===== src/hw/rtl/apdc_pkg.sv =====
// Shared types and constants for the angular PD controller.
package apdc_pkg;

  localparam int DATA_W    = 32;
  localparam int IV_W      = 24;
  localparam int HALF_W    = 31;
  localparam int CFG_IDX_W = 2;

  localparam logic [CFG_IDX_W-1:0] CFG_KP_GAIN   = 2'd0;
  localparam logic [CFG_IDX_W-1:0] CFG_KD_GAIN   = 2'd1;
  localparam logic [CFG_IDX_W-1:0] CFG_HALF_TURN = 2'd2;

  localparam logic [HALF_W-1:0] HALF_TURN_RESET = 31'd11796480;

  typedef enum logic [2:0] {
    ST_IDLE,
    ST_MUL_P,
    ST_MOD,
    ST_MUL_T,
    ST_DIV_V,
    ST_MUL_D,
    ST_DONE
  } apdc_state_t;

  // Status of a serial arithmetic unit.
  typedef struct packed {
    logic busy;
    logic done;
  } apdc_unit_stat_t;

  // One saturated 32-bit term and its clamp mark.
  typedef struct packed {
    logic [DATA_W-1:0] value;
    logic              sat;
  } apdc_term_t;

endpackage


===== src/hw/rtl/apdc_if.sv =====
// Valid/ready channel interfaces for the controller's input and result beats.
interface apdc_in_if;
  logic                                       valid;
  logic                                       ready;
  logic                                       action;
  logic signed [apdc_pkg::DATA_W-1:0]         angle_error;
  logic        [apdc_pkg::IV_W-1:0]           interval_us;
  logic signed [apdc_pkg::DATA_W-1:0]         given_velocity;

  modport source (output valid, action, angle_error, interval_us, given_velocity,
                  input ready);
  modport sink (input valid, action, angle_error, interval_us, given_velocity,
                output ready);
endinterface

interface apdc_out_if #(parameter int CMD_W = 18);
  logic                               valid;
  logic                               ready;
  logic signed [CMD_W-1:0]            command;
  logic signed [apdc_pkg::DATA_W-1:0] p_term;
  logic signed [apdc_pkg::DATA_W-1:0] d_term;
  logic signed [apdc_pkg::DATA_W-1:0] velocity;
  logic                               saturated;

  modport source (output valid, command, p_term, d_term, velocity, saturated,
                  input ready);
  modport sink (input valid, command, p_term, d_term, velocity, saturated,
                output ready);
endinterface


===== src/hw/rtl/apdc_mul.sv =====
// Unsigned shift-add multiplier, one multiplier bit per cycle.
module apdc_mul #(
  parameter int AW = 32,
  parameter int BW = 32
) (
  input  logic                      clk,
  input  logic                      rst_n,
  input  logic                      start,
  input  logic [AW-1:0]             a,
  input  logic [BW-1:0]             b,
  output logic [AW+BW-1:0]          prod,
  output apdc_pkg::apdc_unit_stat_t stat
);

  localparam int CW = $clog2(BW + 1);

  logic [AW+BW-1:0] acc_r, acc_nxt;
  logic [AW-1:0]    a_r;
  logic [CW-1:0]    cnt_r;
  logic             busy_r, done_r;
  logic [AW:0]      sum;

  // Add the multiplicand into the high half, then shift the pair right.
  always_comb begin
    sum     = {1'b0, acc_r[AW+BW-1:BW]} + (acc_r[0] ? {1'b0, a_r} : '0);
    acc_nxt = {sum, acc_r[BW-1:1]};
  end

  always_ff @(posedge clk) begin
    if (!rst_n) begin
      busy_r <= 1'b0;
      done_r <= 1'b0;
      cnt_r  <= '0;
    end else begin
      done_r <= 1'b0;
      if (start) begin
        busy_r <= 1'b1;
        cnt_r  <= CW'(BW);
      end else if (busy_r) begin
        cnt_r <= cnt_r - CW'(1);
        if (cnt_r == CW'(1)) begin
          busy_r <= 1'b0;
          done_r <= 1'b1;
        end
      end
    end
  end

  always_ff @(posedge clk) begin
    if (start) begin
      a_r   <= a;
      acc_r <= {{AW{1'b0}}, b};
    end else if (busy_r) begin
      acc_r <= acc_nxt;
    end
  end

  assign prod      = acc_r;
  assign stat.busy = busy_r;
  assign stat.done = done_r;

endmodule


===== src/hw/rtl/apdc_div.sv =====
// Unsigned restoring divider, one quotient bit per cycle.
module apdc_div #(
  parameter int NW = 32,
  parameter int DW = 32
) (
  input  logic                      clk,
  input  logic                      rst_n,
  input  logic                      start,
  input  logic [NW-1:0]             num,
  input  logic [DW-1:0]             den,
  output logic [NW-1:0]             quo,
  output logic [DW-1:0]             rem,
  output apdc_pkg::apdc_unit_stat_t stat
);

  localparam int CW = $clog2(NW + 1);

  logic [NW-1:0] quo_r;
  logic [DW-1:0] rem_r, den_r, rem_nxt;
  logic [DW:0]   shifted, trial;
  logic          ge;
  logic [CW-1:0] cnt_r;
  logic          busy_r, done_r;

  // Bring down the next dividend bit and subtract where it fits.
  always_comb begin
    shifted = {rem_r, quo_r[NW-1]};
    trial   = shifted - {1'b0, den_r};
    ge      = shifted >= {1'b0, den_r};
    rem_nxt = ge ? trial[DW-1:0] : shifted[DW-1:0];
  end

  always_ff @(posedge clk) begin
    if (!rst_n) begin
      busy_r <= 1'b0;
      done_r <= 1'b0;
      cnt_r  <= '0;
    end else begin
      done_r <= 1'b0;
      if (start) begin
        busy_r <= 1'b1;
        cnt_r  <= CW'(NW);
      end else if (busy_r) begin
        cnt_r <= cnt_r - CW'(1);
        if (cnt_r == CW'(1)) begin
          busy_r <= 1'b0;
          done_r <= 1'b1;
        end
      end
    end
  end

  always_ff @(posedge clk) begin
    if (start) begin
      quo_r <= num;
      rem_r <= '0;
      den_r <= den;
    end else if (busy_r) begin
      quo_r <= {quo_r[NW-2:0], ge};
      rem_r <= rem_nxt;
    end
  end

  assign quo       = quo_r;
  assign rem       = rem_r;
  assign stat.busy = busy_r;
  assign stat.done = done_r;

endmodule


===== src/hw/rtl/angular_pd_controller.sv =====
// Angular PD regulator top level: sequencer, serial multiplier and dividers.
//
// One beat in, one beat out. The block takes one item at a time and holds its
// input ready low until the result is staged; a finished result waits in the
// output register, so the next item may be taken while it is still pending.
// All arithmetic runs bit-serially: a shared shift-add multiplier, a 32-bit
// restoring divider for the angle wrap, and a restoring divider of
// VNW = 31 + ceil(log2(TICKS_PER_SECOND+1)) bits for the velocity (51 bits at
// the default). A supplied-velocity item, or the first derived item after
// reset, takes two products. A derived item takes three products and the
// velocity division, plus a run of the wrap divider when the error difference
// lies beyond half a turn and must be folded. The command port is FRAC_BITS+2
// bits wide; the result interface must be built with that width.
module angular_pd_controller #(
  parameter int TICKS_PER_SECOND = 1000000,
  parameter int FRAC_BITS        = 16
) (
  input  logic                                  clk,
  input  logic                                  rst_n,
  apdc_in_if.sink                               in_ch,
  apdc_out_if.source                            out_ch,
  input  logic                                  cfg_we,
  input  logic [apdc_pkg::CFG_IDX_W-1:0]        cfg_index,
  input  logic [apdc_pkg::DATA_W-1:0]           cfg_data
);

  localparam int DW     = apdc_pkg::DATA_W;
  localparam int HW     = apdc_pkg::HALF_W;
  localparam int IW     = apdc_pkg::IV_W;
  localparam int CMD_W  = FRAC_BITS + 2;
  localparam int TPS_W  = $clog2(TICKS_PER_SECOND + 1);
  localparam int VNW    = 31 + TPS_W;

  localparam logic [2*DW-1:0]    ROUND_ADD  = (64'd1 << FRAC_BITS) - 64'd1;
  localparam logic [VNW-1:0]     VQ_POS_MAX = VNW'(32'h7FFF_FFFF);
  localparam logic [VNW-1:0]     VQ_NEG_MAX = VNW'(32'h8000_0000);
  localparam logic signed [32:0] CMD_LIM    = 33'sd1 <<< FRAC_BITS;

  // ---------------------------------------------------------------------
  // Configuration registers
  // ---------------------------------------------------------------------
  logic [DW-1:0] kp_r, kd_r;
  logic [HW-1:0] half_r;

  always_ff @(posedge clk) begin
    if (!rst_n) begin
      kp_r   <= '0;
      kd_r   <= '0;
      half_r <= apdc_pkg::HALF_TURN_RESET;
    end else if (cfg_we) begin
      unique case (cfg_index)
        apdc_pkg::CFG_KP_GAIN:   kp_r <= cfg_data;
        apdc_pkg::CFG_KD_GAIN:   kd_r <= cfg_data;
        // A zero half turn acts as one.
        apdc_pkg::CFG_HALF_TURN: half_r <= (cfg_data[HW-1:0] == '0) ? HW'(1)
                                                                   : cfg_data[HW-1:0];
        default: ;
      endcase
    end
  end

  // ---------------------------------------------------------------------
  // Helpers
  // ---------------------------------------------------------------------
  function automatic logic [DW-1:0] abs32(input logic [DW-1:0] v);
    return v[DW-1] ? (~v + DW'(1)) : v;
  endfunction

  // Turn a product magnitude into the saturated term -(a*b) >> FRAC_BITS,
  // rounded toward minus infinity. neg is the sign of the negated product.
  function automatic apdc_pkg::apdc_term_t term_of(input logic [2*DW-1:0] mag,
                                                   input logic neg);
    logic [2*DW-1:0]      q;
    apdc_pkg::apdc_term_t t;
    if (neg) begin
      q       = (mag + ROUND_ADD) >> FRAC_BITS;
      t.sat   = q > 64'h8000_0000;
      t.value = t.sat ? 32'h8000_0000 : (~q[DW-1:0] + DW'(1));
    end else begin
      q       = mag >> FRAC_BITS;
      t.sat   = q > 64'h7FFF_FFFF;
      t.value = t.sat ? 32'h7FFF_FFFF : q[DW-1:0];
    end
    return t;
  endfunction

  // ---------------------------------------------------------------------
  // Sequencer and item state
  // ---------------------------------------------------------------------
  apdc_pkg::apdc_state_t state_r, state_nxt;
  logic                  go_r;

  logic                  in_accept;
  logic                  slot_free;

  logic [DW-1:0]         prev_r;       // previous error
  logic                  has_prev_r;   // a derived step has been seen
  logic [DW-1:0]         err_r;
  logic signed [32:0]    diff_r;       // raw error difference
  logic [IW-1:0]         iv_r;
  logic                  use_div_r;    // velocity comes from the divider
  logic [DW-1:0]         wrapped_r;    // folded difference
  logic [DW-1:0]         vel_r;
  logic [DW-1:0]         p_r, dterm_r;
  logic                  flag_r;

  // Output register
  logic                  out_valid_r;
  logic [CMD_W-1:0]      out_cmd_r;
  logic [DW-1:0]         out_p_r, out_d_r, out_vel_r;
  logic                  out_sat_r;

  // Units
  logic                      mul_start, mod_start, vdiv_start;
  logic [DW-1:0]             mul_a, mul_b;
  logic [2*DW-1:0]           mul_prod;
  apdc_pkg::apdc_unit_stat_t mul_stat, mod_stat, vdiv_stat;
  logic [DW-1:0]             mod_quo, mod_rem, mod_num;
  logic [VNW-1:0]            vdiv_quo;
  logic [IW-1:0]             vdiv_rem;

  // Wrap preparation
  logic signed [33:0]    d_w, h_w, y_w, ym1_w, wrap_w;
  logic                  mod_hi, mod_lo;

  always_comb begin
    d_w    = {diff_r[32], diff_r};
    h_w    = {3'b000, half_r};
    mod_hi = d_w > h_w;
    mod_lo = d_w < -h_w;
    y_w    = mod_hi ? (d_w - h_w) : (-h_w - d_w);
    ym1_w  = y_w - 34'sd1;
    mod_num = ym1_w[DW-1:0];
    // Fold by the remainder of (distance past the half turn - 1) mod a turn.
    wrap_w = mod_hi ? ($signed({2'b00, mod_rem}) + 34'sd1 - h_w)
                    : (h_w - $signed({2'b00, mod_rem}) - 34'sd1);
  end

  // Term and velocity candidates
  apdc_pkg::apdc_term_t p_w, d_term_w;
  logic [DW-1:0]        vel_div_w;
  logic                 vel_sat_w;
  logic signed [32:0]   sum_w;
  logic [CMD_W-1:0]     cmd_w;
  logic                 cmd_clamp_w;

  always_comb begin
    p_w      = term_of(mul_prod, ~(kp_r[DW-1] ^ err_r[DW-1]));
    d_term_w = term_of(mul_prod, ~(kd_r[DW-1] ^ vel_r[DW-1]));

    if (wrapped_r[DW-1]) begin
      vel_sat_w = vdiv_quo > VQ_NEG_MAX;
      vel_div_w = vel_sat_w ? 32'h8000_0000 : (~vdiv_quo[DW-1:0] + DW'(1));
    end else begin
      vel_sat_w = vdiv_quo > VQ_POS_MAX;
      vel_div_w = vel_sat_w ? 32'h7FFF_FFFF : vdiv_quo[DW-1:0];
    end

    // Form the command from the registered terms while the result is staged.
    sum_w = $signed({p_r[DW-1], p_r}) + $signed({dterm_r[DW-1], dterm_r});
    priority if (sum_w > CMD_LIM) begin
      cmd_w       = CMD_LIM[CMD_W-1:0];
      cmd_clamp_w = 1'b1;
    end else if (sum_w < -CMD_LIM) begin
      cmd_w       = CMD_W'(-CMD_LIM);
      cmd_clamp_w = 1'b1;
    end else begin
      cmd_w       = sum_w[CMD_W-1:0];
      cmd_clamp_w = 1'b0;
    end
  end

  // Next state
  always_comb begin
    state_nxt = state_r;
    unique case (state_r)
      apdc_pkg::ST_IDLE:  if (in_accept) state_nxt = apdc_pkg::ST_MUL_P;
      apdc_pkg::ST_MUL_P: begin
        if (mul_stat.done) begin
          if (!use_div_r)           state_nxt = apdc_pkg::ST_MUL_D;
          else if (mod_hi || mod_lo) state_nxt = apdc_pkg::ST_MOD;
          else                      state_nxt = apdc_pkg::ST_MUL_T;
        end
      end
      apdc_pkg::ST_MOD:   if (mod_stat.done)  state_nxt = apdc_pkg::ST_MUL_T;
      apdc_pkg::ST_MUL_T: if (mul_stat.done)  state_nxt = apdc_pkg::ST_DIV_V;
      apdc_pkg::ST_DIV_V: if (vdiv_stat.done) state_nxt = apdc_pkg::ST_MUL_D;
      apdc_pkg::ST_MUL_D: if (mul_stat.done)  state_nxt = apdc_pkg::ST_DONE;
      apdc_pkg::ST_DONE:  if (slot_free)      state_nxt = apdc_pkg::ST_IDLE;
      default:                                state_nxt = apdc_pkg::ST_IDLE;
    endcase
  end

  // Sequencer outputs: handshakes, unit launches and operand selection
  always_comb begin
    in_ch.ready = (state_r == apdc_pkg::ST_IDLE);
    in_accept   = in_ch.valid && in_ch.ready;
    slot_free   = !out_valid_r || out_ch.ready;
    mul_start   = go_r && (state_r == apdc_pkg::ST_MUL_P || state_r == apdc_pkg::ST_MUL_T ||
                           state_r == apdc_pkg::ST_MUL_D);
    mod_start   = go_r && (state_r == apdc_pkg::ST_MOD);
    vdiv_start  = go_r && (state_r == apdc_pkg::ST_DIV_V);
    unique case (state_r)
      apdc_pkg::ST_MUL_T: begin
        mul_a = abs32(wrapped_r);
        mul_b = DW'(TICKS_PER_SECOND);
      end
      apdc_pkg::ST_MUL_D: begin
        mul_a = abs32(kd_r);
        mul_b = abs32(vel_r);
      end
      default: begin
        mul_a = abs32(kp_r);
        mul_b = abs32(err_r);
      end
    endcase
  end

  always_ff @(posedge clk) begin
    if (!rst_n) begin
      state_r    <= apdc_pkg::ST_IDLE;
      go_r       <= 1'b0;
      prev_r     <= '0;
      has_prev_r <= 1'b0;
    end else begin
      state_r <= state_nxt;
      // Launch a unit on the first cycle of each arithmetic state.
      go_r    <= (state_nxt != state_r) && (state_nxt != apdc_pkg::ST_IDLE) &&
                 (state_nxt != apdc_pkg::ST_DONE);
      if (in_accept) begin
        prev_r <= in_ch.angle_error;
        if (!in_ch.action) has_prev_r <= 1'b1;
      end
    end
  end

  // Item datapath
  always_ff @(posedge clk) begin
    if (in_accept) begin
      err_r     <= in_ch.angle_error;
      diff_r    <= $signed({in_ch.angle_error[DW-1], in_ch.angle_error}) -
                   $signed({prev_r[DW-1], prev_r});
      iv_r      <= (in_ch.interval_us == '0) ? IW'(1) : in_ch.interval_us;
      use_div_r <= !in_ch.action && has_prev_r;
      // First derived step uses zero velocity; supplied mode takes it as given.
      vel_r     <= in_ch.action ? in_ch.given_velocity : '0;
      flag_r    <= 1'b0;
    end
    unique case (state_r)
      apdc_pkg::ST_MUL_P: begin
        if (mul_stat.done) begin
          p_r       <= p_w.value;
          flag_r    <= flag_r | p_w.sat;
          wrapped_r <= diff_r[DW-1:0];
        end
      end
      apdc_pkg::ST_MOD: begin
        if (mod_stat.done) wrapped_r <= wrap_w[DW-1:0];
      end
      apdc_pkg::ST_DIV_V: begin
        if (vdiv_stat.done) begin
          vel_r  <= vel_div_w;
          flag_r <= flag_r | vel_sat_w;
        end
      end
      apdc_pkg::ST_MUL_D: begin
        if (mul_stat.done) begin
          dterm_r <= d_term_w.value;
          flag_r  <= flag_r | d_term_w.sat;
        end
      end
      default: ;
    endcase
  end

  // Output register: load a staged result when the slot is free, drop the
  // beat once taken.
  always_ff @(posedge clk) begin
    if (!rst_n) begin
      out_valid_r <= 1'b0;
    end else if (state_r == apdc_pkg::ST_DONE && slot_free) begin
      out_valid_r <= 1'b1;
    end else if (out_ch.ready) begin
      out_valid_r <= 1'b0;
    end
  end

  always_ff @(posedge clk) begin
    if (state_r == apdc_pkg::ST_DONE && slot_free) begin
      out_cmd_r <= cmd_w;
      out_p_r   <= p_r;
      out_d_r   <= dterm_r;
      out_vel_r <= vel_r;
      out_sat_r <= flag_r | cmd_clamp_w;
    end
  end

  assign out_ch.valid     = out_valid_r;
  assign out_ch.command   = out_cmd_r;
  assign out_ch.p_term    = out_p_r;
  assign out_ch.d_term    = out_d_r;
  assign out_ch.velocity  = out_vel_r;
  assign out_ch.saturated = out_sat_r;

  // ---------------------------------------------------------------------
  // Arithmetic units
  // ---------------------------------------------------------------------
  apdc_mul #(.AW(DW), .BW(DW)) u_mul (
    .clk   (clk),
    .rst_n (rst_n),
    .start (mul_start),
    .a     (mul_a),
    .b     (mul_b),
    .prod  (mul_prod),
    .stat  (mul_stat)
  );

  apdc_div #(.NW(DW), .DW(DW)) u_mod (
    .clk   (clk),
    .rst_n (rst_n),
    .start (mod_start),
    .num   (mod_num),
    .den   ({half_r, 1'b0}),
    .quo   (mod_quo),
    .rem   (mod_rem),
    .stat  (mod_stat)
  );

  apdc_div #(.NW(VNW), .DW(IW)) u_vdiv (
    .clk   (clk),
    .rst_n (rst_n),
    .start (vdiv_start),
    .num   (mul_prod[VNW-1:0]),
    .den   (iv_r),
    .quo   (vdiv_quo),
    .rem   (vdiv_rem),
    .stat  (vdiv_stat)
  );

  // ---------------------------------------------------------------------
  // Assertions
  // ---------------------------------------------------------------------
  a_accept_starts: assert property (@(posedge clk) disable iff (!rst_n)
    in_accept |=> state_r == apdc_pkg::ST_MUL_P)
    else $error("accepted beat did not start the proportional product");

  a_mul_idle_on_start: assert property (@(posedge clk) disable iff (!rst_n)
    mul_start |-> !mul_stat.busy)
    else $error("multiplier launched while busy");

  a_mul_done_owned: assert property (@(posedge clk) disable iff (!rst_n)
    mul_stat.done |-> (state_r == apdc_pkg::ST_MUL_P || state_r == apdc_pkg::ST_MUL_T ||
                       state_r == apdc_pkg::ST_MUL_D))
    else $error("multiplier finished outside a product state");

  a_hold_when_blocked: assert property (@(posedge clk) disable iff (!rst_n)
    (state_r == apdc_pkg::ST_DONE && out_valid_r && !out_ch.ready)
      |=> state_r == apdc_pkg::ST_DONE)
    else $error("staged result overwrote a pending beat");

  a_cmd_in_range: assert property (@(posedge clk) disable iff (!rst_n)
    out_valid_r |-> ($signed({out_cmd_r[CMD_W-1], out_cmd_r}) <= $signed(CMD_LIM[CMD_W:0]) &&
                     $signed({out_cmd_r[CMD_W-1], out_cmd_r}) >= -$signed(CMD_LIM[CMD_W:0])))
    else $error("command beyond clamp limit");

  a_unused_quotient: assert property (@(posedge clk) disable iff (!rst_n)
    (mod_stat.done |-> mod_quo <= (mod_num >> 1)) and (vdiv_stat.done |-> vdiv_rem < iv_r))
    else $error("divider results inconsistent with operands");

endmodule


===== src/flat_wrapper.sv =====
// flat-port wrapper written by rule: the top's interface ports become plain ports
module angular_pd_controller_flat 
#(
  parameter int TICKS_PER_SECOND = 1000000,
  parameter int FRAC_BITS        = 16
)
  (clk, rst_n, cfg_we, cfg_index, cfg_data, in_ch_valid, in_ch_action, in_ch_angle_error, in_ch_interval_us, in_ch_given_velocity, in_ch_ready, out_ch_valid, out_ch_command, out_ch_p_term, out_ch_d_term, out_ch_velocity, out_ch_saturated, out_ch_ready);
  apdc_in_if in_ch_i ();
  apdc_out_if #(.CMD_W((18))) out_ch_i ();
  input  logic clk;
  input  logic rst_n;
  input  logic cfg_we;
  input  logic [apdc_pkg::CFG_IDX_W-1:0] cfg_index;
  input  logic [apdc_pkg::DATA_W-1:0] cfg_data;
  input wire logic [$bits(in_ch_i.valid)-1:0] in_ch_valid;
  input wire logic [$bits(in_ch_i.action)-1:0] in_ch_action;
  input wire logic [$bits(in_ch_i.angle_error)-1:0] in_ch_angle_error;
  input wire logic [$bits(in_ch_i.interval_us)-1:0] in_ch_interval_us;
  input wire logic [$bits(in_ch_i.given_velocity)-1:0] in_ch_given_velocity;
  output wire logic [$bits(in_ch_i.ready)-1:0] in_ch_ready;
  output wire logic [$bits(out_ch_i.valid)-1:0] out_ch_valid;
  output wire logic [$bits(out_ch_i.command)-1:0] out_ch_command;
  output wire logic [$bits(out_ch_i.p_term)-1:0] out_ch_p_term;
  output wire logic [$bits(out_ch_i.d_term)-1:0] out_ch_d_term;
  output wire logic [$bits(out_ch_i.velocity)-1:0] out_ch_velocity;
  output wire logic [$bits(out_ch_i.saturated)-1:0] out_ch_saturated;
  input wire logic [$bits(out_ch_i.ready)-1:0] out_ch_ready;
  assign in_ch_i.valid = in_ch_valid;
  assign in_ch_i.action = in_ch_action;
  assign in_ch_i.angle_error = in_ch_angle_error;
  assign in_ch_i.interval_us = in_ch_interval_us;
  assign in_ch_i.given_velocity = in_ch_given_velocity;
  assign in_ch_ready = in_ch_i.ready;
  assign out_ch_valid = out_ch_i.valid;
  assign out_ch_command = out_ch_i.command;
  assign out_ch_p_term = out_ch_i.p_term;
  assign out_ch_d_term = out_ch_i.d_term;
  assign out_ch_velocity = out_ch_i.velocity;
  assign out_ch_saturated = out_ch_i.saturated;
  assign out_ch_i.ready = out_ch_ready;
  angular_pd_controller #(.TICKS_PER_SECOND(TICKS_PER_SECOND), .FRAC_BITS(FRAC_BITS)) u_core (.clk(clk), .rst_n(rst_n), .in_ch(in_ch_i), .out_ch(out_ch_i), .cfg_we(cfg_we), .cfg_index(cfg_index), .cfg_data(cfg_data));
endmodule

===== config.mk =====
export PLATFORM = sky130hd
export DESIGN_NAME = angular_pd_controller_flat
export DESIGN_NICKNAME = d
export VERILOG_FILES = /design/src/hw/rtl/apdc_pkg.sv /design/src/hw/rtl/apdc_if.sv /design/src/hw/rtl/apdc_mul.sv /design/src/hw/rtl/apdc_div.sv /design/src/hw/rtl/angular_pd_controller.sv /design/src/flat_wrapper.sv
export SDC_FILE = /design/constraint.sdc
export NUM_CORES = 2
export LEC_CHECK = 0
export ABC_AREA = 1
export BUFFER_PORTS_ARGS = -buffer_cell sky130_fd_sc_hd__buf_2
export CORE_MARGIN = 10
export CORE_UTILIZATION = 60
export CTS_BUF_LIST = sky130_fd_sc_hd__clkbuf_4 sky130_fd_sc_hd__clkbuf_8
export DETAILED_ROUTE_END_ITERATION = 10
export PLACE_DENSITY = 0.78
export SKIP_LAST_GASP = 1
export SYNTH_ARGS = -nofsm -noshare
export SYNTH_HDL_FRONTEND = slang
export SYNTH_SLANG_ARGS = --single-unit

===== constraint.sdc =====
create_clock -name clk -period 9 [get_ports clk]
set_input_delay 1.8 -clock clk [delete_from_list [all_inputs] [get_ports clk]]
set_output_delay 1.8 -clock clk [all_outputs]
set_load 0.01 [all_outputs]

==> out/results.tsv <==
stage	metric	value	unit
outcome	status	finished, final reports clean	
clock_tree	post-cts-setup-buffer-count	0	
die	io_pins	245	
global_routing	grt_pass1_wl	331000	um
timing	postLayoutSetupSlackWorst	3.50	ns
global_routing	antenna_found_initial	12	
synth	yosysUniqueCellTypes	63	
power	power_density	204	nW/um^2
synth	avgSynthCellArea	7.07	um^2
power	netSwitchingFraction	41.3	%
global_routing	grt_pass1_vias	55900	
cells_and_area	fin_area	62900	um^2
setup_path	critPathKind	flip-flop to flip-flop	
timing	period_minus_slack	5.50	ns
synth	synthTopCellsByCount	nand2_1 (1971), inv_1 (1122), nor2_1 (834)	
clock_tree	clk_pin_slew_worst_paths	0.06	ns
cells_and_area	drive_gt1_share	7.62	%
setup_path	startpoint_type	flip-flop	
setup_path	crit_path_end_kind	flip-flop	
setup_path	r2r_setup_slack	3.50	ns
clock_tree	ctsResizeCount	0	
min_path	hold_start	u_core.iv_r[3]	
route	viasPerCell	6.12	
power	leakagePower	28.6	nW
synth	netlist.area_leader.share	26.2	%
flow_run	maxCapViolations	0	
placement	gp_congestion	1.07	
synth	synth.area.top_cells	edfxtp_1 (26%), nand2_1 (13%), dfxtp_1 (9.7%)	
route	via_count	59600	
cells_and_area	nets	8841	
min_path	holdPathStages	0	
die	die_w	330	um
clock_tree	cts_tree	built	
min_path	hp-class	flip-flop to flip-flop	
setup_path	required	9.61	ns
placement	portBuffers	244	
clock_tree	cts_root_buffer	clkbuf_8	
die	die_area	109000	um^2
clock_tree	cts_buffer_depth	3	
synth	synth_seq_cells	781	
power	finalPower	12.8	mW
route	wl_per_cell	22.9	um
power	p_switching	5.30	mW
power	pwr-share-clk	28.2	%
timing	slew_headroom	11.0	%
cells_and_area	layout-area-overhead-vs-synth	9.17	%
timing	fin_crit_sh	61.1	%
route	firstDrtPassIters	7	
synth	syn_inst	8154	
route	drc_errors	0	
power	internal-power	7.54	mW
placement	placedCellCount	9476	
setup_path	cp_common_cell	nand2_1	
die	fp.dieH	330	um
clock_tree	cts_hold_buf	0	
die	coreArea	95200	um^2
synth	synthesis.nets	8645	
cells_and_area	largest_reg_flops	64	
synth	yosysMostFrequentCell	nand2_1	
global_routing	grt_use_total	39.7	%
route	wirelength	223000	um
cells_and_area	nFillCells	8130	
timing	finClkSkew	0.0541	ns
placement	dp_worst_setup_slack	3.61	ns
timing	fmax	0.182	GHz
synth	synth_top_cell_by_area	edfxtp_1	
synth	ys_seq_area_share	35.9	%
synth	synth_ff_type	edfxtp_1	
clock_tree	cts_inserted_buffers	137	
setup_path	path_max_fanout	7	
global_routing	grt_max_degree	93	
setup_path	max_stage_delay	0.40	ns
timing	hold_viol_final	0	
timing	setup_viol	0	
power	ir_worst_vdd	159	uV
route	drtAntennaViolNets	0	
timing	slew_violations	0	
clock_tree	clock_latency	0.86	ns
synth	synth_enable_flop_cells	503	
die	start_util	60.6	%
setup_path	cp_slowest_cell	dfxtp_1	
route	drt_iter0_drc	8354	
min_path	worstHoldEndpoint	u_core.u_vdiv.den_r[3]	
setup_path	cp.arrival	6.11	ns
synth	synthArstFlopShare	0	%
synth	syn_area	57600	um^2
setup_path	r2r_end	u_core.u_mod.quo[31]	
global_routing	gr-total-overflow	0	
die	rows	113	
clock_tree	cts.sinks	781	
timing	finalSetupTns	0	ns
power	seqPwrFrac	34.7	%
timing	worstMarginPinSlew	1.33	ns
synth	synth_warnings	0	
placement	dpl_cell_area	59900	um^2
cells_and_area	final_cells	9730	
timing	rsz0062_at_grt	no	
setup_path	r2r.worst_path.cells	33	
placement	hpwlAfterDp	175000	um
power	comb_power_share	37.1	%
clock_tree	h-tree-depth	4	
setup_path	crit-reg2reg-launch	u_core.half_r[1]	
layout make-up:
cell class | count | area (um^2) | share of cell area (%)
diodes | 4 | 10.0 | 0.0159
clock buffers | 188 | 2390 | 3.79
clock inverters | 62 | 582 | 0.925
inverters | 1146 | 4310 | 6.84
multi-input cells | 5995 | 31800 | 50.6
flip-flops and latches | 781 | 20700 | 32.9
well taps | 1265 | 1580 | 2.52
repair buffers | 289 | 1560 | 2.48
power groups by stage:
stage | registers, mW | logic (mW) | clock network, mW
global placement | 4.50 | 4.54 | 0
finish | 4.46 | 4.76 | 3.62
global route | 4.46 | 5.22 | 3.78
detailed placement | 4.50 | 4.58 | 0
CTS | 4.43 | 4.62 | 3.62
floorplan | 4.31 | 3.24 | 0
layout by cell type (no fill, tap or decap), types with 58 or more instances in the layout:
cell      instances
nor2_1          826
nand4_1         113
nor3_1          141
nand3_1         413
xnor2_1         100
dfxtp_1         278
xor2_1          164
buf_2           243
edfxtp_1        503
clkbuf_8        156
a31oi_1         108
o21ai_0         660
inv_1          1121
a21oi_1         658
nand2_1        1969
nor4_1           58
ha_1            354
metal layers:
| metal | track usage, % | wire length, um | up-vias |
|---|---|---|---|
| met4 | 27.1 | 17600 | 6 |
| met1 | 47.5 | 81200 | 27100 |
| li1 | - | - | 27600 |
| met2 | 63.2 | 99400 | 3897 |
| met3 | 9.01 | 24400 | 924 |
| met5 | 0 | 47 | - |
through the flow:
stage | hold slack, ns | util (%)
5_1_grt | 0.431 | 66.1
4_1_cts | 0.420 | 66.1
3_3_place_gp | 0.402 | 63.0
3_5_place_dp | 0.405 | 63.0
2_1_floorplan | 0.400 | -
6_report | 0.419 | 66.1
critical path, delay by kind of cell, from the launching register on:
family                     cells  cell delay, ns
and+or+nand+nor               27            3.77
DFF                            1            0.40
buffers and inverters          3            0.19
adders and majority gates      1            0.36
AOI/OAI and AO/OA              1            0.30
xor gates and xnor gates       1            0.24
how the worst max path moves through the flow:
stage                                 from  slack, ns  depth (start not counted)                        to
after floorplan               out_ch_ready       1.80                          2  u_core.out_ch.command[0]
after global placement    u_core.half_r[1]       3.73                         33      u_core.u_mod.quo[31]
after detailed placement  u_core.half_r[1]       3.61                         33      u_core.u_mod.quo[31]
after CTS                 u_core.half_r[1]       3.62                         33      u_core.u_mod.quo[31]
after global routing      u_core.half_r[1]       2.98                         36      u_core.u_mod.quo[31]
final                     u_core.half_r[1]       3.50                         33      u_core.u_mod.quo[31]
logic make-up (layout without fill, tap and decap cells):
group	after synthesis	after routing	synth area share (%)
DFF	781	781	35.9
adders and majority gates	363	363	8.00
AOI/OAI and AO/OA	1686	1686	16.0
xor gates and xnor gates	267	267	4.07
buffers and inverters	1378	1685	9.12
other	0	4	0
and+or+nand+nor	3679	3679	26.9
Power figures use the tool's default switching activity.
